<file path="config.mk">
export PLATFORM = sky130hd
export DESIGN_NAME = cbs_window
export DESIGN_NICKNAME = d
export VERILOG_FILES = /design/src/design/cbs_pkg.sv /design/src/design/cbs_window.sv
export SDC_FILE = /design/constraint.sdc
export NUM_CORES = 1
export LEC_CHECK = 0
export BUFFER_PORTS_ARGS = -buffer_cell sky130_fd_sc_hd__buf_2
export CAP_MARGIN = 40
export CORE_ASPECT_RATIO = 0.9
export CORE_MARGIN = 5
export CORE_UTILIZATION = 49
export CTS_BUF_LIST = sky130_fd_sc_hd__clkbuf_8
export CTS_CLUSTER_SIZE = 20
export DETAILED_ROUTE_END_ITERATION = 12
export HOLD_SLACK_MARGIN = 0.05
export PLACE_DENSITY = 0.89
export SYNTH_ARGS = -nofsm -noshare
export SYNTH_HDL_FRONTEND = slang
export SYNTH_SLANG_ARGS = --single-unit
</file>
<file path="constraint.sdc">
create_clock -name clk -period 2.3 [get_ports clk]
set_input_delay 0.23 -clock clk [delete_from_list [all_inputs] [get_ports clk]]
set_output_delay 0.23 -clock clk [all_outputs]
set_load 0.02 [all_outputs]
</file>
<file path="src/design/cbs_pkg.sv">
package cbs_pkg;

  // widths fixed by the stream format
  localparam int PIX_W   = 8;
  localparam int COORD_W = 10;
  localparam int CFG_W   = 11;
  localparam int IDX_W   = 2;

  // register reset values
  localparam logic [CFG_W-1:0] RESET_DIM = 11'd1024;

  // configuration register indexes
  typedef enum logic [IDX_W-1:0] {
    REG_MODE   = 2'd0,
    REG_WIDTH  = 2'd1,
    REG_HEIGHT = 2'd2
  } reg_index_t;

  // filter selection
  typedef enum logic {
    MODE_BLUR  = 1'b0,
    MODE_SOBEL = 1'b1
  } mode_t;

  typedef logic [PIX_W-1:0] pix_t;

  // 3x3 window, [row][col], row 0 is the oldest line, col 0 the oldest column
  typedef pix_t [2:0][2:0] win_t;

  // position of an accepted pixel plus its border flags
  typedef struct packed {
    logic [COORD_W-1:0] row;
    logic [COORD_W-1:0] col;
    logic               row_ge1;
    logic               row_ge2;
    logic               col_ge1;
    logic               col_ge2;
    logic               row_last;
    logic               col_last;
  } pos_t;

  // one window handed to the result stage, with the results it completes
  typedef struct packed {
    win_t               win;
    logic [COORD_W-1:0] row;
    logic [COORD_W-1:0] col;
    logic [3:0]         emits;
  } item_t;

endpackage

</file>
<file path="src/design/cbs_window.sv">
module cbs_window #(
  parameter int AW = 10
) (
  input  logic            clk,
  input  logic            rst,
  input  logic            accept,
  input  cbs_pkg::pix_t   pixel_in,
  input  cbs_pkg::pos_t   pos_in,
  input  logic [AW-1:0]   addr_in,
  input  cbs_pkg::pix_t   rd_older,
  input  cbs_pkg::pix_t   rd_newer,
  input  logic            s2_ready,
  output logic            s1_busy,
  output logic            s1_adv,
  output logic            wr_en,
  output logic [AW-1:0]   wr_addr,
  output cbs_pkg::pix_t   wr_older,
  output cbs_pkg::pix_t   wr_newer,
  output cbs_pkg::item_t  item
);

  cbs_pkg::pix_t   s1_pixel;
  cbs_pkg::pos_t   s1_pos;
  logic [AW-1:0]   s1_addr;
  logic            s1_fwd;
  cbs_pkg::pix_t   fwd_older;
  cbs_pkg::pix_t   fwd_newer;
  cbs_pkg::pix_t   older_eff;
  cbs_pkg::pix_t   newer_eff;
  cbs_pkg::pix_t [2:0][1:0] wreg;
  cbs_pkg::pix_t [2:0] cur;
  logic [2:0]      row_ok;
  logic [2:0]      col_ok;

  assign s1_adv = s1_busy && s2_ready;

  // occupancy of the window stage
  always_ff @(posedge clk) begin
    if (rst) begin
      s1_busy <= 1'b0;
    end else if (accept) begin
      s1_busy <= 1'b1;
    end else if (s1_adv) begin
      s1_busy <= 1'b0;
    end
  end

  // capture the transaction; forward the line store write that lands on the same column
  always_ff @(posedge clk) begin
    if (accept) begin
      s1_pixel  <= pixel_in;
      s1_pos    <= pos_in;
      s1_addr   <= addr_in;
      s1_fwd    <= s1_adv && (s1_addr == addr_in);
      fwd_older <= newer_eff;
      fwd_newer <= s1_pixel;
    end
  end

  assign older_eff = s1_fwd ? fwd_older : rd_older;
  assign newer_eff = s1_fwd ? fwd_newer : rd_newer;
  assign cur       = {s1_pixel, newer_eff, older_eff};

  // line stores shift down by one row as the pixel leaves
  assign wr_en    = s1_adv;
  assign wr_addr  = s1_addr;
  assign wr_older = newer_eff;
  assign wr_newer = s1_pixel;

  // column history of the three rows
  always_ff @(posedge clk) begin
    if (s1_adv) begin
      for (int k = 0; k < 3; k++) begin
        wreg[k][0] <= wreg[k][1];
        wreg[k][1] <= cur[k];
      end
    end
  end

  // zero the taps that fall above or left of the image
  assign row_ok = {1'b1, s1_pos.row_ge1, s1_pos.row_ge2};
  assign col_ok = {1'b1, s1_pos.col_ge1, s1_pos.col_ge2};

  always_comb begin
    for (int k = 0; k < 3; k++) begin
      item.win[k][0] = (row_ok[k] && col_ok[0]) ? wreg[k][0] : '0;
      item.win[k][1] = (row_ok[k] && col_ok[1]) ? wreg[k][1] : '0;
      item.win[k][2] = (row_ok[k] && col_ok[2]) ? cur[k]     : '0;
    end
    item.row      = s1_pos.row;
    item.col      = s1_pos.col;
    item.emits[0] = s1_pos.row_ge1  && s1_pos.col_ge1;
    item.emits[1] = s1_pos.row_ge1  && s1_pos.col_last;
    item.emits[2] = s1_pos.row_last && s1_pos.col_ge1;
    item.emits[3] = s1_pos.row_last && s1_pos.col_last;
  end

endmodule

</file>
==> impl_metrics.json <==
{
  "outcome": "finished, final reports clean",
  "cp_cell_sequence": "buf_4 -> mux2_2 -> and2_1 -> buf_2",
  "cts_max_level": 3,
  "ant_nets": 0,
  "critPathArrivalTime_ns": 1.67,
  "ys_top_cells_by_area": "edfxtp_1 75%, and2_1 5.0%, buf_4 5.0%",
  "drtIter0Drc": 172,
  "drive_above_1_share_pct": 49.9,
  "p_clk_share_pct": 25.2,
  "clk_latency_ns": 0.35,
  "hold_viol_final": 0,
  "yosysTopAreaCell": "edfxtp_1",
  "dp_cells": 526,
  "grtUsageTotal_pct": 19.0,
  "critical_path_required_ns": 2.07,
  "hold_path_class": "in -> reg",
  "grt_util_met1_pct": 23.6,
  "cts_hold_buffers": 34,
  "finalNetCount": 520,
  "period_minus_slack_ns": 1.90,
  "chipHeight_um": 99.4,
  "vias_per_cell": 4.76,
  "busiest_layer": "met2",
  "syn_avg_cell_area_um2": 17.3,
  "setup_violations": 0,
  "path_max_fanout": 16,
  "pwr-share-seq_pct": 59.6,
  "fin_crit_sh_pct": 82.5,
  "ir_drop_mv": 0.544,
  "synth_seq_cells": 110,
  "fin_setup_tns_ns": 0,
  "syn-num-nets": 315,
  "drt_wl_total_mm": 10.5,
  "met2_usage_pct": 31.1,
  "yosysWarningCount": 0,
  "fmax_ghz": 0.527,
  "slowest_stage": "mux2_2",
  "gp_congestion": 0.811,
  "cts_resized": 0,
  "regArea_mm2": 0.00329,
  "worstMarginPinSlew_ns": 0.739,
  "grt_util_met3_pct": 8.50,
  "power_leakage_nw": 2.56,
  "grt_overflow": 0,
  "rows": 32,
  "grt_max_degree": 63,
  "firstDrtPassIters": 4,
  "p_int_mw": 2.99,
  "rsz0062_at_grt": "no",
  "layout.cells.non_filler": 580,
  "p_sw_share_pct": 26.3,
  "io_buffers": 188,
  "netlist_instances": 251,
  "holdWs_ns": 0.0765,
  "cp_slowest_stage_delay_ns": 0.40,
  "p_per_area_mw_per_mm2": 702,
  "antenna_found_initial": 0,
  "ys_types": 18,
  "drc": 0,
  "slew_viol_final": 0,
  "initial_core_util_pct": 50.5,
  "synth_top_area_share_pct": 75.3,
  "die_x_um": 109,
  "cts.path.max_buffers": 2,
  "die_area_mm2": 0.0109,
  "core_area_mm2": 0.00861,
  "antenna_cells": 0,
  "pin_count": 189,
  "syn_to_final_growth_pct": 32.9,
  "postCtsSetupBuffers": 0,
  "grt_first_pass_wirelength_mm": 15.4,
  "end_kind": "primary output",
  "clk_pin_slew_ns": 0.10,
  "cap_violations": 0,
  "cts_tree": "done",
  "fill_cells": 599,
  "critPathLaunchType": "register",
  "routedWlPerCell_um": 18.1,
  "yosysSeqAreaShare_pct": 75.7,
  "cts.sink_count": 110,
  "vias": 2762,
  "crit_type": "reg -> out",
  "clock-skew-final_ns": 0.0127,
  "syn_area_mm2": 0.00435,
  "slew_headroom_pct": 50.7,
  "comb_power_share_pct": 15.3,
  "switching_power_mw": 1.06,
  "cts_buffers": 9,
  "multi_input_area_um2": 774,
  "grt_pass1_vias": 2820,
  "cts_root_buf": "clkbuf_8"
}
final cells by class:
class | count | share of cell area (%)
sequential | 110 | 57.0
timing repair buffer | 233 | 24.0
multi-input combinational | 101 | 13.4
tap | 119 | 2.58
clock buffer | 9 | 2.14
clock inverter | 7 | 0.823
inverter | 1 | 0.0650
layer usage:
metal | vias to the layer above | part of all wire (%)
met3 | 8 | 13
met5 | - | 0
li1 | 1293 | -
met4 | 0 | 0.84
met1 | 1290 | 38
met2 | 171 | 48
power by group through the flow:
| stage | sequential [mW] | combinational [mW] | clock [mW] |
|---|---|---|---|
| floorplan | 2.45 | 0.355 | 0 |
| global placement | 2.45 | 0.560 | 0 |
| detailed placement | 2.46 | 0.571 | 0 |
| CTS | 2.42 | 0.616 | 1.06 |
| global route | 2.43 | 0.660 | 1.15 |
| finish | 2.42 | 0.619 | 1.02 |
metrics by stage:
stage	utilization [%]	instance area [µm²]	power (mW)	worst slack, ns
floorplan	-	4350	2.81	0.546
finish	67.1	5780	4.06	0.402
global route	67.1	5780	4.24	0.262
global placement	60.7	5230	3.01	0.793
detailed placement	60.7	5230	3.03	0.770
CTS	66.7	5740	4.09	0.352
synthesized netlist by cell type:
| library cell | instances |
|---|---|
| edfxtp_1 | 109 |
| buf_12 | 1 |
| inv_1 | 1 |
| and2_1 | 35 |
| clkbuf_1 | 8 |
| and3_1 | 32 |
| mux2_2 | 6 |
| dfxtp_1 | 1 |
| buf_4 | 29 |
| buf_6 | 1 |
| nor3_1 | 1 |
| nor2_1 | 1 |
| mux2_4 | 10 |
| a21oi_1 | 1 |
| nand3_1 | 1 |
| nand4_1 | 2 |
| and2_4 | 2 |
| xnor2_1 | 10 |
sequential cells by signal, indices dropped and copies added, names as in the netlist:
signal,cells
wreg,48
item,20
wr_addr,10
fwd_newer,8
fwd_older,8
wr_newer,8
col_ok,2
row_ok,2
s1_pos,2
s1_busy,1
s1_fwd,1
cell usage in the layout, fill, tap and decap left out, drive strengths merged, types with 2 or more instances in the layout:
master | Yosys | final
and2 | 37 | 37
and3 | 32 | 32
buf | 31 | 195
clkbuf | 8 | 9
clkinv | 0 | 3
clkinvlp | 0 | 2
dlygate4sd3 | 0 | 38
edfxtp | 109 | 109
inv | 1 | 3
mux2 | 16 | 16
nand4 | 2 | 2
xnor2 | 10 | 10
critical path, delay by kind of cell, from the launching register on:
kind          cells  cell delay (ns)
simple gates      1             0.16
flops             1             0.33
mux               1             0.40
buf+inv           2             0.42
kinds of logic after synthesis:
family | synth area share (%)
AO/OA/AOI/OAI | 0.115
multiplexers | 5.01
AND/OR/NAND/NOR | 10.6
buffers and inverters | 6.50
flip-flops | 75.7
XOR/XNOR | 2.01
final timing paths:
kind / start / end / slack, ns / cells after the start
max: s1_fwd$_DFFE_PP_ / item[71] / 0.40 / 4
min: addr_in[0] / wr_addr[0]$_DFFE_PP_ / 0.08 / 1
max reg2reg: s1_busy$_SDFFE_PP0P_ / wreg[41]$_DFFE_PP_ / 0.87 / 2
min reg2reg: wreg[29]$_DFFE_PP_ / wreg[21]$_DFFE_PP_ / 0.44 / 0
Note: power is estimated with default switching activity, not from simulation.
