## src/design/cbs_pkg.sv

```systemverilog
package cbs_pkg;

  // widths fixed by the stream format
  localparam int PIX_W   = 8;
  localparam int COORD_W = 10;
  localparam int CFG_W   = 11;
  localparam int IDX_W   = 2;

  // register reset values
  localparam logic [CFG_W-1:0] RESET_DIM = 11'd1024;

  // configuration register indexes
  typedef enum logic [IDX_W-1:0] {
    REG_MODE   = 2'd0,
    REG_WIDTH  = 2'd1,
    REG_HEIGHT = 2'd2
  } reg_index_t;

  // filter selection
  typedef enum logic {
    MODE_BLUR  = 1'b0,
    MODE_SOBEL = 1'b1
  } mode_t;

  typedef logic [PIX_W-1:0] pix_t;

  // 3x3 window, [row][col], row 0 is the oldest line, col 0 the oldest column
  typedef pix_t [2:0][2:0] win_t;

  // position of an accepted pixel plus its border flags
  typedef struct packed {
    logic [COORD_W-1:0] row;
    logic [COORD_W-1:0] col;
    logic               row_ge1;
    logic               row_ge2;
    logic               col_ge1;
    logic               col_ge2;
    logic               row_last;
    logic               col_last;
  } pos_t;

  // one window handed to the result stage, with the results it completes
  typedef struct packed {
    win_t               win;
    logic [COORD_W-1:0] row;
    logic [COORD_W-1:0] col;
    logic [3:0]         emits;
  } item_t;

endpackage

```

## src/design/cbs_emit.sv

```systemverilog
module cbs_emit (
  input  logic                          clk,
  input  logic                          rst,
  input  cbs_pkg::mode_t                mode,
  input  logic                          load_valid,
  input  cbs_pkg::item_t                item_in,
  output logic                          s2_ready,
  output logic                          out_valid,
  input  logic                          out_stall,
  output logic [cbs_pkg::PIX_W-1:0]     out_pixel,
  output logic [cbs_pkg::COORD_W-1:0]   out_row,
  output logic [cbs_pkg::COORD_W-1:0]   out_col,
  output logic                          frame_last
);

  logic [3:0]                 pend;
  logic [3:0]                 pend_next;
  cbs_pkg::win_t              win;
  logic [cbs_pkg::COORD_W-1:0] row;
  logic [cbs_pkg::COORD_W-1:0] col;
  logic [1:0]                 sel;
  logic                       fire;
  logic                       load;
  logic                       shift_x;
  logic                       shift_y;
  cbs_pkg::win_t              sw;
  cbs_pkg::pix_t              filt;

  // s rounded half to even after dividing by 8, 9-bit two's complement
  function automatic logic [8:0] rnd8(input logic [11:0] s);
    logic [8:0] q;
    logic       up;
    q  = s[11:3];
    up = (s[2:0] > 3'd4) || ((s[2:0] == 3'd4) && q[0]);
    return q + 9'(up);
  endfunction

  function automatic cbs_pkg::pix_t apply_filter(input cbs_pkg::mode_t m,
                                                 input cbs_pkg::win_t w);
    logic [11:0] blur;
    logic [11:0] left;
    logic [11:0] right;
    logic [11:0] top;
    logic [11:0] bottom;
    logic [8:0]  qx;
    logic [8:0]  qy;
    logic [8:0]  qb;
    logic [9:0]  v;
    logic        up;
    cbs_pkg::pix_t res;
    left   = 12'(w[0][0]) + {3'b0, w[1][0], 1'b0} + 12'(w[2][0]);
    right  = 12'(w[0][2]) + {3'b0, w[1][2], 1'b0} + 12'(w[2][2]);
    top    = 12'(w[0][0]) + {3'b0, w[0][1], 1'b0} + 12'(w[0][2]);
    bottom = 12'(w[2][0]) + {3'b0, w[2][1], 1'b0} + 12'(w[2][2]);
    blur   = top + bottom + {3'b0, w[1][0], 1'b0} + {3'b0, w[1][2], 1'b0}
           + {2'b0, w[1][1], 2'b0};
    up     = (blur[3:0] > 4'd8) || ((blur[3:0] == 4'd8) && blur[4]);
    qb     = {1'b0, blur[11:4]} + 9'(up);
    qx     = rnd8(left - right);
    qy     = rnd8(top - bottom);
    v      = {qx[8], qx} + {qy[8], qy};
    case (m)
      cbs_pkg::MODE_BLUR: begin
        res = qb[7:0];
      end
      cbs_pkg::MODE_SOBEL: begin
        if (v[9]) begin
          res = '0;
        end else if (v[8]) begin
          res = '1;
        end else begin
          res = v[7:0];
        end
      end
      default: begin
        res = qb[7:0];
      end
    endcase
    return res;
  endfunction

  // lowest pending result goes first
  always_comb begin
    if (pend[0]) begin
      sel = 2'd0;
    end else if (pend[1]) begin
      sel = 2'd1;
    end else if (pend[2]) begin
      sel = 2'd2;
    end else begin
      sel = 2'd3;
    end
  end

  assign fire     = (pend != '0) && (!out_valid || !out_stall);
  assign s2_ready = (pend == '0) || (fire && $onehot(pend));
  assign load     = load_valid && s2_ready;
  assign shift_x  = sel[0];
  assign shift_y  = sel[1];

  always_comb begin
    pend_next = pend;
    if (fire) begin
      pend_next[sel] = 1'b0;
    end
    if (load) begin
      pend_next = item_in.emits;
    end
  end

  // slide the window so the selected output pixel sits in the middle
  always_comb begin
    for (int i = 0; i < 3; i++) begin
      for (int j = 0; j < 3; j++) begin
        if ((i + int'(shift_y) < 3) && (j + int'(shift_x) < 3)) begin
          sw[i][j] = win[i + int'(shift_y)][j + int'(shift_x)];
        end else begin
          sw[i][j] = '0;
        end
      end
    end
  end

  assign filt = apply_filter(mode, sw);

  always_ff @(posedge clk) begin
    if (rst) begin
      pend <= '0;
    end else begin
      pend <= pend_next;
    end
  end

  always_ff @(posedge clk) begin
    if (load) begin
      win <= item_in.win;
      row <= item_in.row;
      col <= item_in.col;
    end
  end

  // result register
  always_ff @(posedge clk) begin
    if (rst) begin
      out_valid <= 1'b0;
    end else if (fire) begin
      out_valid <= 1'b1;
    end else if (!out_stall) begin
      out_valid <= 1'b0;
    end
  end

  always_ff @(posedge clk) begin
    if (fire) begin
      out_pixel  <= filt;
      out_row    <= shift_y ? row : row - 1'b1;
      out_col    <= shift_x ? col : col - 1'b1;
      frame_last <= shift_x && shift_y;
    end
  end

  a_pend_reaches_output: assert property (@(posedge clk) disable iff (rst)
    ((pend != '0) && !out_valid) |=> out_valid)
    else $error("pending result did not reach the output register");

  a_pend_counts_down: assert property (@(posedge clk) disable iff (rst)
    (fire && !load) |=> ($countones(pend) == $countones($past(pend)) - 1))
    else $error("pending results not retired one per transaction");

endmodule

```

## config.mk

```make
export PLATFORM = sky130hd
export DESIGN_NAME = cbs_emit
export DESIGN_NICKNAME = d
export VERILOG_FILES = /design/src/design/cbs_pkg.sv /design/src/design/cbs_emit.sv
export SDC_FILE = /design/constraint.sdc
export NUM_CORES = 1
export LEC_CHECK = 0
export BUFFER_PORTS_ARGS = -buffer_cell sky130_fd_sc_hd__buf_2
export CAP_MARGIN = 15
export CORE_ASPECT_RATIO = 0.5
export CORE_UTILIZATION = 40
export CTS_CLUSTER_SIZE = 30
export DETAILED_ROUTE_END_ITERATION = 6
export GPL_TIMING_DRIVEN = 0
export HOLD_SLACK_MARGIN = 0.06
export PLACE_DENSITY = 0.61
export SKIP_LAST_GASP = 1
export SLEW_MARGIN = 30
export SYNTH_ARGS = -nofsm -noshare
export SYNTH_HDL_FRONTEND = slang
export SYNTH_SLANG_ARGS = --single-unit
```

## constraint.sdc

```tcl
create_clock -name clk -period 7.35 [get_ports clk]
set_input_delay 1.47 -clock clk [delete_from_list [all_inputs] [get_ports clk]]
set_output_delay 1.47 -clock clk [all_outputs]
set_load 0.1 [all_outputs]
```

==> reports/results.tsv <==
metric	value	unit
routed_via_density	5.092	
yosysTopAreaCellShare	35.90	%
ant_nets	0	
clkTransAtPathRegs	60	ps
ys_seq_area_share	36.89	%
die_w	227.0	um
preCtsSetupSlack	-1168	ps
cts_tree	yes	
path_class	flop to flop	
worstSetupEndpointType	flop	
clockBufferDepth	2	
setup_tns	0	ps
via_count	7297	
fmax	0.1433	GHz
async_flop_share	0	%
dpl_cell_area	0.01125	mm2
cts_made_buffers	17	
gp_congestion	0.9211	
initial_utilization	41.44	%
root_buffer	clkbuf_16	
post_cts_buffers	0	
grt_pass1_wl	40.02	mm
dieArea	0.02598	mm2
critPathArrivalTime	7140	ps
syn-num-nets	1185	
skew	19.27	ps
hpwl	20.32	mm
status	finished clean	
grt_remaining_overflow	0	
cap_violations	0	
grt_max_degree	54	
cts.htree.levels	4	
num_io_pins	132	
antenna_cells	0	
ys_seq_elements	126	
synthTopCellsByCount	inv_1, edfxtp_1, fa_1, ha_1, nand2_1	
place_inst	1405	
fp-row-count	40	
drc_errors	0	
critical_path_required	7510	ps
ys_types	61	
setup_viol	0	
final_nets	1334	
synth_edf_count	121	
syn_inst	937	
fin_crit_sh	94.97	%
fin_cells	1433	
n_fill_cell	2299	
ys_top_cells_by_area	edfxtp_1, fa_1, ha_1	
rsz0062_at_grt	no	
antenna_found_initial	1	
synthFlopType	edfxtp_1	
cp_max_fo	10	
cts.sinks	126	
period_minus_slack	6980	ps
hold_viol	0	
fin_area	0.01189	mm2
yosys_warnings	0	
slew_headroom	59.27	%
routedWlPerCell	17.35	um
grt_pass1_vias	7479	
whs_path_depth	2	
r2r_cells	24	
start_kind	flop	
avgSynthCellArea	10.80	um2
die_h	114.5	um
clock_latency	430	ps
synthesis.area	0.01012	mm2
tightest_slew	609.6	ps
core-area	0.02442	mm2
hold_class	flop to flop	
synth.most_common_cell	inv_1	
port_buffers	130	
drt-total-wl	24.86	mm
grt_usage	20.47	%
yosysTopAreaCell	edfxtp_1	
drive_above_1_share	21.51	%
maxSlewViolCount	0	
drt_iter0_drc	500	
drt_pass1_iterations	4	
worst_slack	370.0	ps
areaGrowthSynthToFinish	17.46	%
-- flip-flops by register name (all words and copies together), names as in the netlist --
signal      flops
out_col        10
out_row        10
row            10
col            10
out_pixel       8
out_valid       1
win            72
frame_last      1
pend            4
-- layout make-up --
class | instances | area (um2) | share of cell area [%]
Tap cell | 336 | 420.4 | 3.536
Buffer | 19 | 132.6 | 1.116
Clock buffer | 19 | 432.9 | 3.642
Sequential cell | 126 | 3735 | 31.42
Clock inverter | 11 | 53.80 | 0.4526
Timing Repair Buffer | 132 | 693.2 | 5.831
Inverter | 146 | 553.0 | 4.652
Multi-Input combinational cell | 644 | 5867 | 49.35
-- routing by layer --
layer | wire length (um) | vias up | GRT usage (%)
met5 | 0 | - | 0
met4 | 229 | 0 | 5.190
met3 | 1630 | 15 | 5.004
met2 | 10950 | 189 | 31.46
met1 | 12050 | 3566 | 28.94
li1 | - | 3527 | -
-- cell families (layout without fill, tap and decap cells) --
| kind of cell | count (synthesis) | in the layout | synth area share (%) |
|---|---|---|---|
| AND/OR/NAND/NOR | 201 | 201 | 9.667 |
| buffers and inverters | 167 | 327 | 6.218 |
| AO/OA/AOI/OAI | 157 | 157 | 9.803 |
| adder cells (fa/ha/maj) | 148 | 148 | 23.83 |
| flip-flops | 126 | 126 | 36.89 |
| multiplexers | 73 | 73 | 7.962 |
| XOR/XNOR | 65 | 65 | 5.625 |
-- worst paths after layout --
check	from	end	slack, ps
setup / recovery	pend[0]	out_pixel[4]	370
hold / removal	pend[3]	pend[3]	530
setup reg to reg	pend[0]	out_pixel[4]	370
hold reg to reg	pend[3]	pend[3]	530
-- timing repair --
item                                    4_1_cts  5_1_grt
hold buffers                                  0        0
pin swaps                                     0        2
endpoints found under the setup margin        8        8
endpoints found under the hold margin         0        0
resized for setup                            31       35
-- cells in the final DEF, fill, tap and decap left out, types with 19 or more instances in the layout --
cell type  instances
a21oi_1           51
nand2_1           66
edfxtp_1         121
inv_1            142
mux2_2            19
xor2_1            20
buf_2            132
mux2i_1           47
and2_1            20
fa_1              75
nor2_1            45
xnor2_1           43
ha_1              71
-- worst max-delay path, stage by stage, from the launching register on --
cell and delay, ps:
dfxtp_2 350, inv_1 130, ha_2 260, buf_6 190
buf_6 190, buf_2 320, mux2i_1 410, fa_1 490
fa_1 500, inv_1 60, fa_1 610, inv_1 70
ha_1 260, or4b_4 560, a311oi_2 320, nand4_2 180
o31a_1 270, a211oi_1 250, ha_1 310, inv_1 140
nor2_1 60, nor3_1 200, a21oi_1 100, o21ai_2 290
o22ai_1 170
-- stage by stage --
stage | utilization [%] | hold slack [ps]
global route | 48.67 | 575.3
floorplan | - | 475.7
global placement | 45.82 | 509.6
CTS | 48.26 | 531.1
finish | 48.67 | 533.7
detailed placement | 46.07 | 522.4
Power is left out: the tool's default activity adds up to more than one toggle a clock period on the data nets, which glitch-free logic cannot reach.
